`src/rtl/core/pro_pkg.sv`:
```
// Package with the shared types, codes and defaults of the priority retransmit outbox.
package pro_pkg;

	// Default number of descriptor slots.
	localparam int DEPTH_DEFAULT = 16;

	// Reset values of the configuration registers.
	localparam logic [23:0] MAX_BYTES_RESET  = 24'd1048576;
	localparam logic [31:0] TIMEOUT_MS_RESET = 32'd0;

	// Configuration register indexes, taken from paddr[2].
	localparam logic REG_MAX_BYTES  = 1'b0;
	localparam logic REG_TIMEOUT_MS = 1'b1;

	// Operation codes.
	localparam logic [3:0] MODE_PUT       = 4'd0;
	localparam logic [3:0] MODE_DISPATCH  = 4'd1;
	localparam logic [3:0] MODE_RETRY     = 4'd2;
	localparam logic [3:0] MODE_ACK       = 4'd3;
	localparam logic [3:0] MODE_CLR_FLT   = 4'd4;
	localparam logic [3:0] MODE_PEEK_HEAD = 4'd5;
	localparam logic [3:0] MODE_PEEK_REG  = 4'd6;
	localparam logic [3:0] MODE_TIMEOUT   = 4'd7;
	localparam logic [3:0] MODE_CLR_ALL   = 4'd8;

	// Status codes.
	localparam logic [2:0] ST_OK        = 3'd0;
	localparam logic [2:0] ST_DUP       = 3'd1;
	localparam logic [2:0] ST_REJECT    = 3'd2;
	localparam logic [2:0] ST_FULL      = 3'd3;
	localparam logic [2:0] ST_NOT_FOUND = 3'd4;
	localparam logic [2:0] ST_NO_ENTRY  = 3'd5;

	// One descriptor as held in the slot memory.
	typedef struct packed {
		logic [63:0] id_high;
		logic [63:0] id_low;
		logic [63:0] sent_time;
		logic [15:0] size;
		logic [15:0] tag;
		logic        prio;
		logic        flight;
	} slot_t;

endpackage

```
`src/rtl/core/priority_retransmit_outbox.sv`:
```
// Top level of the priority retransmit outbox: sequencer, order memory and registers.
//
// Channel   | Signals                                   | Transaction
// command   | start, busy, mode, id_*, payload_*, ...   | start high while busy low
// result    | done, status, found_*, timeout_seen, ...  | done high for one cycle
// config    | psel, penable, pwrite, paddr, pwdata, ... | access phase with pready high
//
// Each operation walks the queue one position at a time, with an order memory
// read, a slot memory read and an evaluate step per position.
// Put and ack then shift the order memory, with a read and a write per moved position.
// Rejected puts, unknown modes, clear all and a disabled timeout check finish without a scan.
// After reset the block stays busy while the order memory is loaded with the
// slot numbers. The receiver of results cannot stall the block.
module priority_retransmit_outbox #(
	parameter int DEPTH = pro_pkg::DEPTH_DEFAULT
) (
	input  logic        clk,
	input  logic        arst_n,
	input  logic        start,
	output logic        busy,
	input  logic [3:0]  mode,
	input  logic [63:0] id_high,
	input  logic [63:0] id_low,
	input  logic [15:0] payload_tag,
	input  logic [15:0] payload_len,
	input  logic        priority_req,
	input  logic [63:0] time_ms,
	output logic        done,
	output logic [2:0]  status,
	output logic [63:0] found_id_high,
	output logic [63:0] found_id_low,
	output logic [15:0] found_tag,
	output logic [15:0] found_size,
	output logic        found_priority,
	output logic        timeout_seen,
	output logic [4:0]  queued_count,
	output logic [23:0] queued_bytes,
	output logic [4:0]  inflight_count,
	input  logic        psel,
	input  logic        penable,
	input  logic        pwrite,
	input  logic [2:0]  paddr,
	input  logic [31:0] pwdata,
	output logic [31:0] prdata,
	output logic        pready
);

	localparam int IW = $clog2(DEPTH);
	localparam int CW = $clog2(DEPTH + 1);
	localparam logic [CW-1:0] FULL = CW'(DEPTH);
	localparam logic [CW-1:0] LAST = CW'(DEPTH - 1);

	typedef enum logic [3:0] {
		S_INIT, S_IDLE, S_ORD, S_SLOT, S_EVAL, S_MISS,
		S_PUT_FREE, S_PUT_WR, S_SH_RD, S_SH_WR, S_TAIL
	} state_t;

	state_t         state_q;
	logic [CW-1:0]  p_q;
	logic [CW-1:0]  held_q;
	logic [CW-1:0]  sending_q;
	logic [23:0]    bytes_q;
	logic [23:0]    max_bytes_q;
	logic [31:0]    timeout_q;
	logic [IW-1:0]  cur_slot_q;
	logic [IW-1:0]  free_q;
	logic [IW-1:0]  tail_q;
	logic [CW-1:0]  first_reg_q;
	logic           reg_seen_q;
	logic           right_q;
	logic           done_q;

	// Latched command fields.
	logic [3:0]     mode_q;
	logic [63:0]    idh_q;
	logic [63:0]    idl_q;
	logic [15:0]    tag_q;
	logic [15:0]    size_q;
	logic           prio_q;
	logic [63:0]    now_q;

	// Result registers.
	logic [2:0]     status_q;
	pro_pkg::slot_t found_q;
	logic           tmo_q;

	// Order memory and slot memory ports.
	logic [IW-1:0]  ord_mem [DEPTH];
	logic [IW-1:0]  ord_rdata;
	logic [IW-1:0]  ord_raddr;
	logic           ord_we;
	logic [IW-1:0]  ord_waddr;
	logic [IW-1:0]  ord_wdata;
	logic           slot_we;
	logic [IW-1:0]  slot_waddr;
	pro_pkg::slot_t slot_wdata;
	logic [IW-1:0]  slot_raddr;
	pro_pkg::slot_t slot_rdata;

	// Evaluation of the entry under the scan.
	logic           id_match;
	logic [64:0]    age;
	logic           timed_out;
	logic           reject;
	logic [24:0]    room;
	logic [IW-1:0]  sh_src;
	logic [IW-1:0]  sh_next;

	assign id_match  = (slot_rdata.id_high == idh_q) && (slot_rdata.id_low == idl_q);
	assign age       = {1'b0, now_q} - {1'b0, slot_rdata.sent_time};
	assign timed_out = slot_rdata.flight && !age[64] && (age[63:0] >= {32'd0, timeout_q});
	assign room      = {1'b0, max_bytes_q} - {9'd0, payload_len};
	assign reject    = (payload_len == 16'd0) || room[24] || ({1'b0, bytes_q} > room);
	assign sh_src    = right_q ? (p_q[IW-1:0] - IW'(1)) : (p_q[IW-1:0] + IW'(1));
	assign sh_next   = sh_src;

	// Order memory.
	always_ff @(posedge clk) begin
		if (ord_we) begin
			ord_mem[ord_waddr] <= ord_wdata;
		end
		ord_rdata <= ord_mem[ord_raddr];
	end

	pro_slot_ram #(.DEPTH(DEPTH)) u_slot_ram (
		.clk   (clk),
		.we    (slot_we),
		.waddr (slot_waddr),
		.wdata (slot_wdata),
		.raddr (slot_raddr),
		.rdata (slot_rdata)
	);

	// Memory addressing and write data for each step.
	always_comb begin
		ord_raddr  = p_q[IW-1:0];
		ord_we     = 1'b0;
		ord_waddr  = p_q[IW-1:0];
		ord_wdata  = ord_rdata;
		slot_raddr = ord_rdata;
		slot_we    = 1'b0;
		slot_waddr = cur_slot_q;
		slot_wdata = slot_rdata;
		case (state_q)
			S_INIT: begin
				ord_we    = 1'b1;
				ord_wdata = p_q[IW-1:0];
			end
			S_PUT_FREE: ord_raddr = held_q[IW-1:0];
			S_PUT_WR: begin
				slot_we    = 1'b1;
				slot_waddr = ord_rdata;
				slot_wdata = '{id_high: idh_q, id_low: idl_q, sent_time: 64'd0,
					size: size_q, tag: tag_q, prio: prio_q, flight: 1'b0};
			end
			S_SH_RD: ord_raddr = sh_src;
			S_SH_WR: ord_we = 1'b1;
			S_TAIL: begin
				ord_we    = 1'b1;
				ord_waddr = tail_q;
				ord_wdata = free_q;
			end
			S_EVAL: begin
				case (mode_q)
					pro_pkg::MODE_DISPATCH: begin
						slot_we              = !slot_rdata.flight;
						slot_wdata.flight    = 1'b1;
						slot_wdata.sent_time = now_q;
					end
					pro_pkg::MODE_RETRY: begin
						slot_we              = id_match && slot_rdata.flight;
						slot_wdata.flight    = 1'b0;
						slot_wdata.sent_time = 64'd0;
					end
					pro_pkg::MODE_CLR_FLT: begin
						slot_we              = 1'b1;
						slot_wdata.flight    = 1'b0;
						slot_wdata.sent_time = 64'd0;
					end
					default: slot_we = 1'b0;
				endcase
			end
			default: ord_we = 1'b0;
		endcase
	end

	// Sequencer with counters and result registers.
	always_ff @(posedge clk or negedge arst_n) begin
		if (!arst_n) begin
			state_q     <= S_INIT;
			p_q         <= '0;
			held_q      <= '0;
			sending_q   <= '0;
			bytes_q     <= '0;
			done_q      <= 1'b0;
			max_bytes_q <= pro_pkg::MAX_BYTES_RESET;
			timeout_q   <= pro_pkg::TIMEOUT_MS_RESET;
		end else begin
			done_q <= 1'b0;
			// Configuration writes.
			if (psel && penable && pwrite) begin
				if (paddr[2] == pro_pkg::REG_MAX_BYTES) begin
					max_bytes_q <= pwdata[23:0];
				end else begin
					timeout_q <= pwdata;
				end
			end
			case (state_q)
				S_INIT: begin
					p_q <= p_q + CW'(1);
					if (p_q == LAST) begin
						state_q <= S_IDLE;
					end
				end
				S_IDLE: begin
					if (start) begin
						mode_q      <= mode;
						idh_q       <= id_high;
						idl_q       <= id_low;
						tag_q       <= payload_tag;
						size_q      <= payload_len;
						prio_q      <= priority_req;
						now_q       <= time_ms;
						found_q     <= '0;
						tmo_q       <= 1'b0;
						status_q    <= pro_pkg::ST_OK;
						p_q         <= '0;
						reg_seen_q  <= 1'b0;
						first_reg_q <= held_q;
						state_q     <= S_ORD;
						case (mode)
							pro_pkg::MODE_PUT: begin
								if (reject) begin
									status_q <= pro_pkg::ST_REJECT;
									done_q   <= 1'b1;
									state_q  <= S_IDLE;
								end
							end
							pro_pkg::MODE_TIMEOUT: begin
								if (timeout_q == 32'd0) begin
									done_q  <= 1'b1;
									state_q <= S_IDLE;
								end
							end
							pro_pkg::MODE_CLR_ALL: begin
								held_q    <= '0;
								bytes_q   <= '0;
								sending_q <= '0;
								done_q    <= 1'b1;
								state_q   <= S_IDLE;
							end
							pro_pkg::MODE_DISPATCH, pro_pkg::MODE_RETRY, pro_pkg::MODE_ACK,
							pro_pkg::MODE_CLR_FLT, pro_pkg::MODE_PEEK_HEAD,
							pro_pkg::MODE_PEEK_REG: begin
								state_q <= S_ORD;
							end
							default: begin
								status_q <= pro_pkg::ST_REJECT;
								done_q   <= 1'b1;
								state_q  <= S_IDLE;
							end
						endcase
					end
				end
				S_ORD: begin
					state_q <= (p_q == held_q) ? S_MISS : S_SLOT;
				end
				S_SLOT: begin
					cur_slot_q <= ord_rdata;
					state_q    <= S_EVAL;
				end
				S_EVAL: begin
					// Default: move on to the next queue position.
					p_q     <= p_q + CW'(1);
					state_q <= S_ORD;
					case (mode_q)
						pro_pkg::MODE_PUT: begin
							if (id_match) begin
								status_q <= pro_pkg::ST_DUP;
								done_q   <= 1'b1;
								state_q  <= S_IDLE;
							end else if (!slot_rdata.prio && !reg_seen_q) begin
								reg_seen_q  <= 1'b1;
								first_reg_q <= p_q;
							end
						end
						pro_pkg::MODE_DISPATCH: begin
							if (!slot_rdata.flight) begin
								found_q   <= slot_rdata;
								sending_q <= sending_q + CW'(1);
								done_q    <= 1'b1;
								state_q   <= S_IDLE;
							end
						end
						pro_pkg::MODE_RETRY: begin
							if (id_match) begin
								if (slot_rdata.flight) begin
									sending_q <= sending_q - CW'(1);
								end
								done_q  <= 1'b1;
								state_q <= S_IDLE;
							end
						end
						pro_pkg::MODE_ACK: begin
							if (id_match) begin
								bytes_q <= bytes_q - {8'd0, slot_rdata.size};
								if (slot_rdata.flight) begin
									sending_q <= sending_q - CW'(1);
								end
								free_q  <= cur_slot_q;
								tail_q  <= IW'(held_q - CW'(1));
								right_q <= 1'b0;
								p_q     <= p_q;
								state_q <= (p_q == held_q - CW'(1)) ? S_TAIL : S_SH_RD;
							end
						end
						pro_pkg::MODE_PEEK_HEAD: begin
							found_q <= slot_rdata;
							done_q  <= 1'b1;
							state_q <= S_IDLE;
						end
						pro_pkg::MODE_PEEK_REG: begin
							if (!slot_rdata.prio) begin
								found_q <= slot_rdata;
								done_q  <= 1'b1;
								state_q <= S_IDLE;
							end
						end
						pro_pkg::MODE_TIMEOUT: begin
							if (timed_out) begin
								tmo_q   <= 1'b1;
								done_q  <= 1'b1;
								state_q <= S_IDLE;
							end
						end
						default: state_q <= S_ORD;
					endcase
				end
				S_MISS: begin
					done_q  <= 1'b1;
					state_q <= S_IDLE;
					case (mode_q)
						pro_pkg::MODE_PUT: begin
							if (held_q == FULL) begin
								status_q <= pro_pkg::ST_FULL;
							end else begin
								done_q  <= 1'b0;
								tail_q  <= prio_q ? first_reg_q[IW-1:0] : held_q[IW-1:0];
								state_q <= S_PUT_FREE;
							end
						end
						pro_pkg::MODE_RETRY, pro_pkg::MODE_ACK: begin
							status_q <= pro_pkg::ST_NOT_FOUND;
						end
						pro_pkg::MODE_CLR_FLT: sending_q <= '0;
						pro_pkg::MODE_TIMEOUT: status_q <= pro_pkg::ST_OK;
						default: status_q <= pro_pkg::ST_NO_ENTRY;
					endcase
				end
				S_PUT_FREE: state_q <= S_PUT_WR;
				S_PUT_WR: begin
					free_q  <= ord_rdata;
					right_q <= 1'b1;
					p_q     <= held_q;
					state_q <= (tail_q == held_q[IW-1:0]) ? S_TAIL : S_SH_RD;
				end
				S_SH_RD: state_q <= S_SH_WR;
				S_SH_WR: begin
					p_q     <= {{(CW-IW){1'b0}}, sh_next};
					state_q <= (sh_next == tail_q) ? S_TAIL : S_SH_RD;
				end
				S_TAIL: begin
					if (mode_q == pro_pkg::MODE_PUT) begin
						held_q  <= held_q + CW'(1);
						bytes_q <= bytes_q + {8'd0, size_q};
					end else begin
						held_q <= held_q - CW'(1);
					end
					done_q  <= 1'b1;
					state_q <= S_IDLE;
				end
				default: state_q <= S_IDLE;
			endcase
		end
	end

	// Outputs.
	assign busy           = (state_q != S_IDLE);
	assign done           = done_q;
	assign status         = status_q;
	assign found_id_high  = found_q.id_high;
	assign found_id_low   = found_q.id_low;
	assign found_tag      = found_q.tag;
	assign found_size     = found_q.size;
	assign found_priority = found_q.prio;
	assign timeout_seen   = tmo_q;
	assign queued_count   = 5'(held_q);
	assign queued_bytes   = bytes_q;
	assign inflight_count = 5'(sending_q);
	assign pready         = 1'b1;
	assign prdata         = (paddr[2] == pro_pkg::REG_TIMEOUT_MS) ? timeout_q
		: {8'd0, max_bytes_q};

`ifndef SYNTH
	// An accepted command either leaves the idle state or raises done.
	a_start_busy: assert property (@(posedge clk) disable iff (!arst_n)
		(start && !busy) |=> (busy || done))
		else $error("accepted command did not start");

	// In-flight entries are a subset of the held entries.
	a_sending_le_held: assert property (@(posedge clk) disable iff (!arst_n)
		sending_q <= held_q)
		else $error("in-flight count exceeds held count");

	// The held count never exceeds the table depth.
	a_held_le_depth: assert property (@(posedge clk) disable iff (!arst_n)
		held_q <= FULL)
		else $error("held count exceeds depth");

	// A result is only produced right after a command was accepted or was in progress.
	a_done_after_work: assert property (@(posedge clk) disable iff (!arst_n)
		done |-> ($past(busy) || $past(start)))
		else $error("result strobe without a command");
`endif

endmodule

```
`src/rtl/core/pro_slot_ram.sv`:
```
// Descriptor slot memory with one write port and one registered read port.
module pro_slot_ram #(
	parameter int DEPTH = pro_pkg::DEPTH_DEFAULT
) (
	input  logic                     clk,
	input  logic                     we,
	input  logic [$clog2(DEPTH)-1:0] waddr,
	input  pro_pkg::slot_t           wdata,
	input  logic [$clog2(DEPTH)-1:0] raddr,
	output pro_pkg::slot_t           rdata
);

	pro_pkg::slot_t mem [DEPTH];

	// Read-first on a same-address write; read data is registered.
	always_ff @(posedge clk) begin
		if (we) begin
			mem[waddr] <= wdata;
		end
		rdata <= mem[raddr];
	end

endmodule
```
`config.mk`:
```
export PLATFORM = sky130hd
export DESIGN_NAME = priority_retransmit_outbox
export DESIGN_NICKNAME = d
export VERILOG_FILES = /design/src/rtl/core/pro_pkg.sv /design/src/rtl/core/priority_retransmit_outbox.sv /design/src/rtl/core/pro_slot_ram.sv
export SDC_FILE = /design/constraint.sdc
export NUM_CORES = 2
export LEC_CHECK = 0
export BUFFER_PORTS_ARGS = -buffer_cell sky130_fd_sc_hd__buf_2
export CAP_MARGIN = 40
export CORE_ASPECT_RATIO = 1.2
export CORE_MARGIN = 3
export CORE_UTILIZATION = 45
export CTS_CLUSTER_SIZE = 30
export DETAILED_ROUTE_END_ITERATION = 16
export SYNTH_ARGS = -nofsm -noshare
export SYNTH_HDL_FRONTEND = slang
export SYNTH_SLANG_ARGS = --single-unit
```
`constraint.sdc`:
```
create_clock -name clk -period 17.8 [get_ports clk]
set_input_delay 1.78 -clock clk [delete_from_list [all_inputs] [get_ports clk]]
set_output_delay 1.78 -clock clk [all_outputs]
set_load 0.1 [all_outputs]
```
==> qor.csv <==
metric,value,unit
vias,89648,
dpl_cell_area,0.185,sq mm
grt_pass1_vias,91080,
cts_resized,0,
setup_viol,0,
worstMarginPinSlew,1.29,ns
drive_gt1_share,26.4,%
wl,467000,um
io_buffers,500,
die_h,688,um
clk_pin_slew,0.07,ns
viasPerCell,5.93,
gr-usage-met2,38.0,%
dp_hpwl,268000,um
use_met1,33.2,%
crit_path_max_incr_delay,0.90,ns
fin_crit_sh,45.4,%
final_common_cell,edfxtp_1,
hp-class,flip-flop to flip-flop,
power.leakage,66.8,nW
cts_setup_buffers,0,
first_iter_violations,10521,
criticalPathCategory,flip-flop to flip-flop,
peakVddDrop,147,uV
critPathSlowestCell,nor4_1,
cpMostUsedCell,buf_4,
cts_root_buffer,clkbuf_16,
final_area,0.199,sq mm
worst_slew_margin_rel,13.7,%
finalSetupTns,0,ns
cp.required,18.34,ns
synth_cell_types,90,
avgSynthCellArea,19.7,sq um
status,finished clean,
cts_buffer_depth,4,
yosys_register_bits,4422,
p_per_area,162,mW/mm^2
cp_top_family,simple AND/OR/NAND/NOR gates,
finalMaxSlewViolations,0,
grt.total_usage,23.3,%
ys_warn_count,0,
gp_congestion,0.899,
synth.yosys.seq_area_share,74.6,%
wl_per_cell,30.9,um
crit_path_start_kind,flip-flop,
synth_edf_count,4092,
antenna_left,0,
antenna_found_initial,32,
drc,0,
ys_async_sr_fraction,2.26,%
end_kind,flip-flop,
final_util,51.8,%
ys.flop_type,edfxtp_1,
start_util,45.3,%
syn-cell-area,0.174,sq mm
finalHoldViolations,0,
crit_buf_inv,3,
rsz0062_at_grt,false,
max_freq,0.124,GHz
ios,504,
grt_use_met3,3.89,%
crit_arrival,8.62,ns
grt_pass1_wl,669000,um
dr.pass1.iters,8,
hold_buffers,0,
cts_tree,built,
htreeDepth,5,
busiest_layer,met2,
insertion_delay,1.02,ns
cts.sinks,4422,
synth_cells,8847,
nets,10024,
grt_max_degree,115,
overflow,0,
core_area,0.384,sq mm
crit_fanout,39,
die_w,574,um
rows,249,
period_minus_slack,8.08,ns
area_growth,14.2,%
cp_cell_sequence,"xnor2_1, nand4_1, nor4_1, nand4_1, nor2_1, and2_1, a21oi_1, o22ai_1, a21oi_1, nor2_1, nand2_1, nor2_4, buf_4, buf_4, buf_4",
dieArea,0.395,sq mm
syn-num-nets,9292,
cap_violations,0,
clock_skew,0.114,ns
layout_common_cells,"4,092 x edfxtp_1, 1,096 x mux4_2, 714 x nand2_1",
numCtsBuffers,425,
[area by class of cell]
cell class	instances	area (sq um)
Fill cell	30460	185000
Multi-Input combinational cell	3819	42200
Timing Repair Buffer	729	5520
Tap cell	5145	6440
Clock inverter	209	2260
Clock buffer	595	12000
Antenna cell	13	32.5
Inverter	182	691
Sequential cell	4422	130000
[where the power goes]
| group | internal [W] | switching [W] |
|---|---|---|
| combinational | 0.00379 | 0.00551 |
| sequential | 0.0132 | 0.000550 |
| clock | 0.00522 | 0.00392 |
| total | 0.0222 | 0.00998 |
[path summary, 6_finish.rpt]
kind                                    from                endpoint  slack, ns  cells after the start
max reg2reg                        idh_q[21]  u_slot_ram.mem[9][116]       9.72                     15
min                        inflight_count[4]       inflight_count[4]       0.51                      1
min in group asynchronous             arst_n       inflight_count[0]       0.73                      1
max in group asynchronous             arst_n           timeout_q[12]      16.07                      3
min reg2reg                inflight_count[4]       inflight_count[4]       0.51                      1
max                                idh_q[21]  u_slot_ram.mem[9][116]       9.72                     15
[worst register-to-register path, delay by kind of cell, from the launching register on]
kind | cells | cell delay [ns]
flip-flops | 1 | 0.42
AO/OA/AOI/OAI | 3 | 0.32
AND/OR/NAND/NOR | 8 | 4.13
buffers and inverters | 3 | 2.15
XOR/XNOR | 1 | 0.53
[metrics by stage]
stage	setup slack, ns	total power, W	hold slack, ns	std cells
detailed placement	9.66	0.0233	0.480	14296
finish	9.72	0.0322	0.507	15114
floorplan	5.37	0.0203	0.406	8847
CTS	9.54	0.0324	0.492	15100
global placement	9.41	0.0229	0.482	14231
global route	9.47	0.0335	0.543	15104
[sequential cells by signal, summed over array words and instances, names as in the netlist, 5 cells and up]
register	flops
idl_q	64
found_tag	16
tag_q	16
found_id_low	64
queued_count	5
ord_mem	64
max_bytes_q	24
size_q	16
u_slot_ram.rdata	226
found_size	16
u_slot_ram.mem	3616
inflight_count	5
now_q	64
timeout_q	32
queued_bytes	24
idh_q	64
p_q	5
found_id_high	64
[layer usage]
metal | vias up | share of wire [%]
met5 | - | 0.022
met4 | 18 | 2.4
met3 | 511 | 7.4
met2 | 3678 | 49
met1 | 47981 | 41
li1 | 37460 | -
[cell families (layout without fill, tap and decap cells)]
group           after synthesis  after routing  share of synthesized area (%)
flops                      4422           4422                           74.6
buf+inv                     606           1715                           1.32
fa+ha+maj                   175            175                           1.28
compound gates              734            734                           2.78
xor+xnor                    237            237                           1.19
mux                        1223           1223                           15.0
simple gates               1449           1449                           3.89
other cells                   1             14                        0.00215
[cell usage after synthesis (all sizes together), types with 6 or more instances]
cell type / instances / area (sq um)
edfxtp: 4092 / 123000
mux4: 1096 / 24700
nand2: 715 / 2680
clkbuf: 330 / 1240
dfxtp: 230 / 4600
a21oi: 217 / 1100
xnor2: 191 / 1670
nor2: 190 / 713
inv: 181 / 679
and3: 172 / 1080
ha: 170 / 2130
o21ai: 129 / 646
dfrtp: 99 / 2480
buf: 94 / 369
mux2: 82 / 923
a211oi: 78 / 591
nand4: 77 / 482
a22o: 65 / 569
nor3: 54 / 270
a21o: 52 / 390
nor2b: 51 / 319
xor2: 46 / 403
mux2i: 45 / 450
nand3: 39 / 205
nor4: 38 / 265
and2: 35 / 224
nand2b: 25 / 156
a31oi: 24 / 150
o21a: 21 / 158
or3: 18 / 113
o21bai: 16 / 131
o31ai: 14 / 105
o211ai: 13 / 97.6
o22ai: 13 / 81.3
a22oi: 8 / 60.1
nor3b: 8 / 60.1
o2111ai: 7 / 61.3
o221ai: 7 / 61.3
o311ai: 7 / 68.8
a311oi: 6 / 52.6
a31o: 6 / 52.6
o211a: 6 / 60.1
or2: 6 / 37.5
Note: power is estimated with default switching activity, not from simulation.
